===== src/rtl/core/cvh_pkg.sv =====
// Shared types and constants for the chroma vectorscope histogram.
`timescale 1ns / 1ps

package cvh_pkg;

  // Request codes carried on the op field.
  localparam logic OP_ADD  = 1'b0;
  localparam logic OP_READ = 1'b1;

  // Bin count width and saturation value.
  localparam int unsigned CNT_W = 8;
  localparam logic [CNT_W-1:0] COUNT_MAX = 8'd255;

  // Q16 chroma coefficients (BT.601 full range).
  localparam int unsigned COEF_W = 16;
  localparam logic [COEF_W-1:0] CB_R = 16'd11059;
  localparam logic [COEF_W-1:0] CB_G = 16'd21709;
  localparam logic [COEF_W-1:0] CB_B = 16'd32768;
  localparam logic [COEF_W-1:0] CR_R = 16'd32768;
  localparam logic [COEF_W-1:0] CR_G = 16'd27439;
  localparam logic [COEF_W-1:0] CR_B = 16'd5329;

  // Product and sum widths; chroma in Q16 always fits below bit COORD_TOP.
  localparam int unsigned PROD_W    = 23;
  localparam int unsigned CALC_W    = 26;
  localparam int unsigned COORD_TOP = 24;
  localparam logic signed [CALC_W-1:0] HALF_Q16 = 26'sd8388608;
  localparam logic signed [CALC_W-1:0] TOP_Q16  = 26'sd16711680;

  // Controller states.
  typedef enum logic [2:0] {
    S_CLEAR,
    S_IDLE,
    S_MUL,
    S_SUM,
    S_RD,
    S_WR
  } cvh_state_e;

  // Commands from the controller to the datapath.
  typedef struct packed {
    logic load_in;
    logic calc_mul;
    logic calc_sum;
    logic mem_rd;
    logic mem_wr;
    logic clr_step;
    logic out_load;
  } cvh_cmd_t;

  // Status from the datapath to the controller.
  typedef struct packed {
    logic op;
    logic clr_last;
    logic out_free;
  } cvh_sts_t;

endpackage


===== src/rtl/core/cvh_ctrl.sv =====
// Controller state machine that sequences clearing, conversion and bin updates.
`timescale 1ns / 1ps

module cvh_ctrl (
  input  logic              clk_i,
  input  logic              rst_ni,
  input  logic              in_valid_i,
  output logic              in_stall_o,
  input  cvh_pkg::cvh_sts_t sts_i,
  output cvh_pkg::cvh_cmd_t cmd_o
);

  cvh_pkg::cvh_state_e state_q, state_d;

  // State register; reset starts the clearing pass.
  always_ff @(posedge clk_i or negedge rst_ni) begin
    if (!rst_ni) begin
      state_q <= cvh_pkg::S_CLEAR;
    end else begin
      state_q <= state_d;
    end
  end

  // Next state and commands.
  always_comb begin
    state_d    = state_q;
    cmd_o      = '0;
    in_stall_o = 1'b1;
    case (state_q)
      cvh_pkg::S_CLEAR: begin
        cmd_o.clr_step = 1'b1;
        if (sts_i.clr_last) begin
          state_d = cvh_pkg::S_IDLE;
        end
      end
      cvh_pkg::S_IDLE: begin
        in_stall_o = 1'b0;
        if (in_valid_i) begin
          cmd_o.load_in = 1'b1;
          state_d       = cvh_pkg::S_MUL;
        end
      end
      cvh_pkg::S_MUL: begin
        cmd_o.calc_mul = 1'b1;
        if (sts_i.op == cvh_pkg::OP_READ) begin
          state_d = cvh_pkg::S_RD;
        end else begin
          state_d = cvh_pkg::S_SUM;
        end
      end
      cvh_pkg::S_SUM: begin
        cmd_o.calc_sum = 1'b1;
        state_d        = cvh_pkg::S_RD;
      end
      cvh_pkg::S_RD: begin
        cmd_o.mem_rd = 1'b1;
        state_d      = cvh_pkg::S_WR;
      end
      cvh_pkg::S_WR: begin
        // A read request waits here until the output register is free.
        if (sts_i.op == cvh_pkg::OP_ADD || sts_i.out_free) begin
          cmd_o.mem_wr   = 1'b1;
          cmd_o.out_load = (sts_i.op == cvh_pkg::OP_READ);
          state_d        = cvh_pkg::S_IDLE;
        end
      end
      default: begin
        state_d = cvh_pkg::S_IDLE;
      end
    endcase
  end

`ifndef NO_ASSERTIONS
  // The clearing pass ends in idle once the last entry is written.
  a_clear_done: assert property (@(posedge clk_i) disable iff (!rst_ni)
    (state_q == cvh_pkg::S_CLEAR && sts_i.clr_last) |=> (state_q == cvh_pkg::S_IDLE))
    else $error("clearing pass did not end in idle");

  // Every store write of a request follows its store read.
  a_wr_after_rd: assert property (@(posedge clk_i) disable iff (!rst_ni)
    cmd_o.mem_wr |-> $past(state_q == cvh_pkg::S_RD) || $past(state_q == cvh_pkg::S_WR))
    else $error("store write without preceding read");
`endif

endmodule


===== config.mk =====
export PLATFORM = sky130hd
export DESIGN_NAME = cvh_ctrl
export DESIGN_NICKNAME = d
export VERILOG_FILES = /design/src/rtl/core/cvh_pkg.sv /design/src/rtl/core/cvh_ctrl.sv
export SDC_FILE = /design/constraint.sdc
export NUM_CORES = 1
export LEC_CHECK = 0
export BUFFER_PORTS_ARGS = -buffer_cell sky130_fd_sc_hd__buf_2
export CORE_AREA = 2 2 39 41
export CTS_CLUSTER_SIZE = 30
export DETAILED_ROUTE_END_ITERATION = 8
export DIE_AREA = 0 0 41 43
export GPL_TIMING_DRIVEN = 0
export PLACE_DENSITY = 0.34
export SKIP_LAST_GASP = 1
export SYNTH_ARGS = -nofsm -noshare
export SYNTH_HDL_FRONTEND = slang
export SYNTH_SLANG_ARGS = --single-unit

===== constraint.sdc =====
create_clock -name clk_i -period 2.63 [get_ports clk_i]
set_clock_uncertainty 0.2 [all_clocks]
set_input_delay 0 -clock clk_i [delete_from_list [all_inputs] [get_ports clk_i]]
set_output_delay 0 -clock clk_i [all_outputs]
set_load 0.02 [all_outputs]

# Yosys cells after proc, flatten, opt, wreduce, memory -nomap -nowiden
# Cells that the tools add are included.
[word_totals]
word_cells = 29
regBits = 3
output_inout_bits = 8
input_bits = 6
[op_classes]
mux = 16
eq_ne = 8
reduce_logical = 3
n_bitwise = 1
[op_table]
columns = ["operator", "count"]
rows = [
  ["$pmux W3 S6", 1],
  ["$mux W3", 4],
  ["$mux W1", 11],
  ["$eq A3 B2 Y1 const B", 2],
  ["$eq A3 B3 Y1 const B", 2],
  ["$ne A2 B2 Y1 const B", 3],
  ["$eq A3 B1 Y1 const B", 1],
  ["$logic_not A3 Y1", 1],
  ["$reduce_and A3 Y1", 1],
  ["$logic_or A1 B1 Y1", 1],
  ["$not A1 Y1", 1],
]

# Longest topological paths before layout
# Gate-level depths: netlist of run 1.
[logic_depth]
depth_word = 4
depth_mapped = 3
ltp_nobuf = 3

# Worst setup path before layout of run 1
# OpenSTA, ideal clock, no wires.
[synth_path]
path_type = "flip-flop to output port"
start = "reg state_q[1]"
end = "out cmd_o[6] (netlist bit)"
setup_slack_ns = 1.348
stages_incl_launch_ff = 4
required_ns = 2.430
n_path_buf = 0
arrival_ns = 1.082
path_cell_list = "dfrtp_1 > nor2b_2 > nand2b_1 > nor2_1"
[synth_lines]
columns = ["item", "line", "source"]
rows = [
  ["from (decl)", "cvh_ctrl.sv:13", "cvh_pkg::cvh_state_e state_q, state_d;"],
  ["from (signal assigned)", "cvh_ctrl.sv:18", "state_q <= cvh_pkg::S_CLEAR;"],
  ["from (signal assigned)", "cvh_ctrl.sv:20", "state_q <= state_d;"],
  ["to (decl)", "cvh_ctrl.sv:10", "output cvh_pkg::cvh_cmd_t cmd_o"],
]

# Final worst setup path of run 1
[layout_path]
start = "reg state_q[0]"
end = "reg state_q[0]"
[layout_via]
elab_chain_len = 3
elab_cells_between_ends = 11
classes_between = "8 x eq/ne; 1 x mux; 2 x reduce/logical"
[layout_lines]
columns = ["item", "line", "source"]
rows = [
  ["$eq A3 B3 Y1 (tied with other cells)", "cvh_ctrl.sv:29", "case (state_q)"],
  ["$ne A2 B2 Y1 (no source line)", "--", ""],
  ["$reduce_and A3 Y1 (no source line)", "--", ""],
]
# Several ways; a longest one is shown, not always the timed one.
# A chain may end at the register's enable or synchronous reset.

==> results of run 1 <==
cell type report:
cell class | count | share of cell area [%]
tap | 16 | 5.18
timing repair buffer | 21 | 37.5
clock buffer | 4 | 6.80
multi-input combinational | 21 | 29.1
sequential | 3 | 19.4
inverter | 2 | 1.94
metrics by stage:
stage	cell area [sq um]	setup WS, ps	instances	hold WS (ps)
floorplan	195	1350	26	-496
global placement	280	1430	55	-401
detailed placement	280	1440	55	-400
CTS	387	911	67	138
global route	387	780	67	178
finish	387	897	67	136
layout by cell type (no fill, tap or decap), types with 2 or more instances in the layout:
cell type and count:
nand2_1 2, dlygate4sd3_1 8, inv_1 2, clkbuf_4 3, o21ai_0 2, nor2_1 7, dfrtp_1 3, buf_2 13
nand2b_1 2
cells by family (layout without fill, tap and decap cells):
family / after synthesis / in the layout / share of synthesized area (%)
flops: 3 / 3 / 38.5
buf+inv: 2 / 27 / 3.85
simple gates: 15 / 15 / 37.8
compound gates: 5 / 5 / 14.7
mux: 1 / 1 / 5.13
tightest hold or removal path: stages:
cell and delay, ps:
buf_2 100, nand2_1 60, nor2_1 30, buf_2 140
path summary, 6_finish.rpt:
path                                         from                      to  slack [ps]
hold reg to reg            state_q[2]$_DFFE_PN0P_  state_q[1]$_DFFE_PN0P_         380
hold / removal                           sts_i[0]                cmd_o[0]         140
max in group asynchronous                  rst_ni  state_q[0]$_DFFE_PN0P_        1650
setup reg to reg           state_q[0]$_DFFE_PN0P_  state_q[0]$_DFFE_PN0P_         900
setup / recovery           state_q[0]$_DFFE_PN0P_  state_q[0]$_DFFE_PN0P_         900
min in group asynchronous                  rst_ni  state_q[2]$_DFFE_PN0P_         430
metal layers:
layer | GRT usage [%] | share of wire (%) | wire (um)
met5 | 0 | 0 | 0
met4 | 4.00 | 0 | 0
met3 | 6.81 | 11 | 67
met2 | 12.5 | 47 | 294
met1 | 8.68 | 42 | 263
what timing repair did:
item | 4_1_cts | 5_1_grt
setup buffers | 0 | 0
endpoints found under the hold margin | 6 | 0
hold buffers | 8 | 0
power breakdown:
group	internal [uW]	total (uW)	leakage, uW	switching, uW
clock	57.0	82.5	0.0000150	25.6
combinational	110	237	0.000147	127
sequential	66.7	104	0.0000376	37.4
total	234	424	0.000199	190
==> reports/qor.yml, run 1 <==
drive_above_1_share_pct: 33.3
hpwl_um: 400
reg_top3: "state_q (3)"
grt_max_degree: 9
drt_iter0_markers: 6
relSlewSlack_pct: 83.5
p_total_uw: 424
multi_input_area_sq_um: 113
critPathBufInv: 2
antenna_left: 0
synth_edf_count: 0
synth_area_leaders: "dfrtp_1 (38%), nor2_1 (13%), nand2b_1 (6.4%)"
initial_utilization_pct: 14.1
synth.most_common_cell: "nor2_1"
pin_count: 14
netlist_area_sq_um: 195
fp.coreArea_sq_um: 1380
post-route-period-util_pct: 65.9
ir_drop_mv: 0.340
ys_seq_area_share_pct: 38.5
postSynthCellCount: 26
grt_antenna_before_repair: 0
rsz0062_at_grt: "no"
grt_usage_pct: 8.63
dieWidth_um: 41
dr.pass1.iters: 4
drv_cap: 0
critPathTopFamily: "buffers and inverters"
hold_path_class: "in -> out"
clk_path_buf_depth: 2
syn_avg_cell_area_sq_um: 7.51
cts_tree: "built"
path_class: "reg -> reg"
syn_to_final_growth_pct: 98.1
min_path_cells: 4
path_depth: 4
clk_latency_ps: 240
setup_viol: 0
postCtsResizedCells: 0
worst_pin_slew_ps: 247
netlist_top_cells_count: "nor2_1 (7), dfrtp_1 (3)"
die_h_um: 43
report.final.hold_viol_count: 0
synth_top_area_share_pct: 38.5
grt_overflow_total: 0
synth.distinct_cells: 14
startpoint_type: "flop"
route.detailed.drc: 0
die_area_sq_um: 1760
yosysTopAreaCell: "dfrtp_1"
final_core_util_pct: 27.9
htreeDepth: 1
synth-seq-cells: 3
arrival_ps: 1640
vias_per_cell: 4.01
clkTransAtPathRegs_ps: 40
clock-root-buffer: "clkbuf_4"
largest_reg_flops: 3
required_ps: 2540
ys_async_sr_fraction_pct: 100
clkSinkCount: 3
cp_slowest_stage_delay_ps: 580
synth_nets: 32
crit_fanout: 6
status: "completed"
p_leak_uw: 0.000199
rows: 14
fin_crit_ps: 1730
critPathCaptureType: "flop"
wire_per_inst_um: 9.34
nFillCells: 175
numCtsBuffers: 3
largest-register: "state_q"
path_cells: "inv_1 -> mux2i_1 -> o21ai_0 -> dlygate4sd3_1"
ys_warn_count: 0
slew_violations: 0
vias: 269
diodes: 0
regArea_sq_um: 75.1
p_per_area_nw_per_um2: 1100
portBuffers: 13
ys.flop_type: "dfrtp_1"
grt_pass1_vias: 263
fin_setup_tns_ps: 0
rr_worst_depth: 4
fmax_ghz: 0.577
place.gp.congestion: 0.650
grt_pass1_wl_um: 966
crit_slowest_cell: "dlygate4sd3_1"
nets: 58
wirelength_um: 626
Note: power is estimated with default switching activity, not from simulation.
==> run 2, diff against run 1 <==
--- a/config.mk
+++ b/config.mk
@@ -11,7 +11,7 @@
 export DETAILED_ROUTE_END_ITERATION = 8
 export DIE_AREA = 0 0 41 43
 export GPL_TIMING_DRIVEN = 0
-export PLACE_DENSITY = 0.34
+export PLACE_DENSITY = 0.35
 export SKIP_LAST_GASP = 1
 export SYNTH_ARGS = -nofsm -noshare
 export SYNTH_HDL_FRONTEND = slang
==> constraint.sdc (replaced) <==
create_clock -name clk_i -period 1.55 [get_ports clk_i]
set_clock_uncertainty 0.2 [all_clocks]
set_input_delay 0 -clock clk_i [delete_from_list [all_inputs] [get_ports clk_i]]
set_output_delay 0 -clock clk_i [all_outputs]
set_load 0.02 [all_outputs]
==> run 2 against run 1 <==
Compared with the run above: flip-flop and latch count unchanged; via count fell by 8.2%; register-to-register slack worse by 530 ps; sequential share of layout area increased by 1.1 points; critical endpoint is now cmd_o[0]; highest routed layer unchanged; critical path depth unchanged; combinational power rose by 44%.
==> reports/qor.yml, run 2 (same netlist as run 1, synthesis figures left out) <==
status: "completed"
ir_drop_mv: 0.372  # +9.2%
critPathBufInv: 1  # -1
rsz0062_at_grt: "no"
slew_violations: 0  # unchanged
wirelength_um: 550  # -12%
drv_cap: 0  # unchanged
path_cells: "nor2b_2 -> nand2_1 -> nor2_1 -> buf_2"
initial_utilization_pct: 14.1  # unchanged
post-route-period-util_pct: 91.8
grt_pass1_wl_um: 786  # -19%
layout_commonest_cell: "buf_2"
path_class: "reg -> out"
fmax_ghz: 0.703
drive_above_1_share_pct: 34.7  # +1.4 points
grt_antenna_before_repair: 0  # unchanged
die_h_um: 43  # unchanged
fin_setup_tns_ps: 0  # unchanged
pin_count: 14  # unchanged
diodes: 0  # unchanged
hold_ws_ps: 361  # +225 ps
clkSinkCount: 3  # unchanged
hpwl_um: 403  # +0.90%
place.gp.congestion: 0.618  # -4.9%
fin_area_sq_um: 367  # -5.2%
cp_slowest_stage_delay_ps: 450  # -130 ps
fin_crit_ps: 1420
clock-root-buffer: "clkbuf_4"
report.final.hold_viol_count: 0  # unchanged
htreeDepth: 1  # unchanged
final_core_util_pct: 26.5  # -1.4 points
critPathTopFamily: "flip-flops"
die_area_sq_um: 1760  # unchanged
clkTransAtPathRegs_ps: 40  # about the same
numCtsBuffers: 3  # unchanged
grt_overflow_total: 0  # unchanged
arrival_ps: 1220  # -420 ps
fp.coreArea_sq_um: 1380  # unchanged
cts_setup_buffers: 0  # unchanged
placed_area_sq_um: 280  # unchanged
crit_fanout: 8  # +2
critPathCaptureType: "primary output"
rows: 14  # unchanged
syn_to_final_growth_pct: 87.8
final_cell_mix: "buf_2 (13), nor2_1 (7), dlygate4sd3_1 (6)"
largest-register: "state_q"
setup_viol: 0  # unchanged
vias_per_cell: 3.80  # -5.4%
relSlewSlack_pct: 83.4  # -0.14 points
fin_cells: 65  # -3.0%
required_ps: 1350  # -1190 ps
clk_latency_ps: 230  # about the same
route.detailed.drc: 0  # unchanged
grt_usage_pct: 6.93  # -1.7 points
clk_path_buf_depth: 2  # unchanged
grt_max_degree: 9  # unchanged
startpoint_type: "flop"
vias: 247  # -8.2%
largest_reg_flops: 3  # unchanged
grt_pass1_vias: 210  # -20%
worst_pin_slew_ps: 249  # +2.03 ps
drt_iter0_markers: 1  # -5
p_per_area_nw_per_um2: 1770  # +62%
cts_tree: "built"
dieWidth_um: 41  # unchanged
crit_slowest_cell: "dfrtp_1"
hold_path_class: "reg -> reg"
wire_per_inst_um: 8.46  # -9.4%
p_leak_uw: 0.000191  # -4.2%
antenna_left: 0  # unchanged
dr.pass1.iters: 2  # -2
reg_top3: "state_q (3)"
dp.cells: 55  # unchanged
portBuffers: 13  # unchanged
nets: 56  # -3.4%
## run 2: cell count changes in the layout (fill, tap and decap cells not counted), sizes merged
| cell | delta |
|---|---|
| dlygate4sd3 | -2 |
## run 2: area by class of cell
class / instances / area (sq um)
clock buffer: 4 / 26.3
fill: 162 / 1020
inverter: 2 / 7.51
multi-input combinational: 21 / 113
sequential: 3 / 75.1
tap: 16 / 20.0
timing repair buffer: 19 / 125
## run 2: path summary, 6_finish.rpt
path | start | end | slack, ps | depth (start not counted)
min in group asynchronous | rst_ni | state_q[2]$_DFFE_PN0P_ | 440 | 3
min | state_q[2]$_DFFE_PN0P_ | state_q[1]$_DFFE_PN0P_ | 360 | 1
max in group asynchronous | rst_ni | state_q[0]$_DFFE_PN0P_ | 570 | 3
min reg2reg | state_q[2]$_DFFE_PN0P_ | state_q[1]$_DFFE_PN0P_ | 360 | 1
max reg2reg | state_q[0]$_DFFE_PN0P_ | state_q[1]$_DFFE_PN0P_ | 370 | 3
max | state_q[1]$_DFFE_PN0P_ | cmd_o[0] | 130 | 4
## run 2: per-layer routing
layer,GRT usage [%],share of wire [%]
met3,3.14,3.5
met1,6.75,44
met5,0,0
met2,10.3,53
met4,6.00,0
## run 2: repair_timing
item                                   CTS  global route
gates resized for setup                  0             0
hold buffers                             6             0
endpoints found under the hold margin    6             0
setup endpoints to repair                0             0
## run 2: per-stage QoR
| stage | power, uW | setup slack, ps |
|---|---|---|
| global placement | 512 | 351 |
| CTS | 662 | 109 |
| global route | 706 | 18.7 |
| detailed placement | 507 | 359 |
| floorplan | 396 | 268 |
| finish | 651 | 128 |
## run 2: where the power goes
group | internal (uW) | total [uW] | switching [uW] | leakage (uW)
Clock | 96.4 | 136 | 40.0 | 0.0000150
Sequential | 113 | 173 | 59.9 | 0.0000376
Combinational | 137 | 341 | 204 | 0.000139
Total | 346 | 651 | 304 | 0.000191
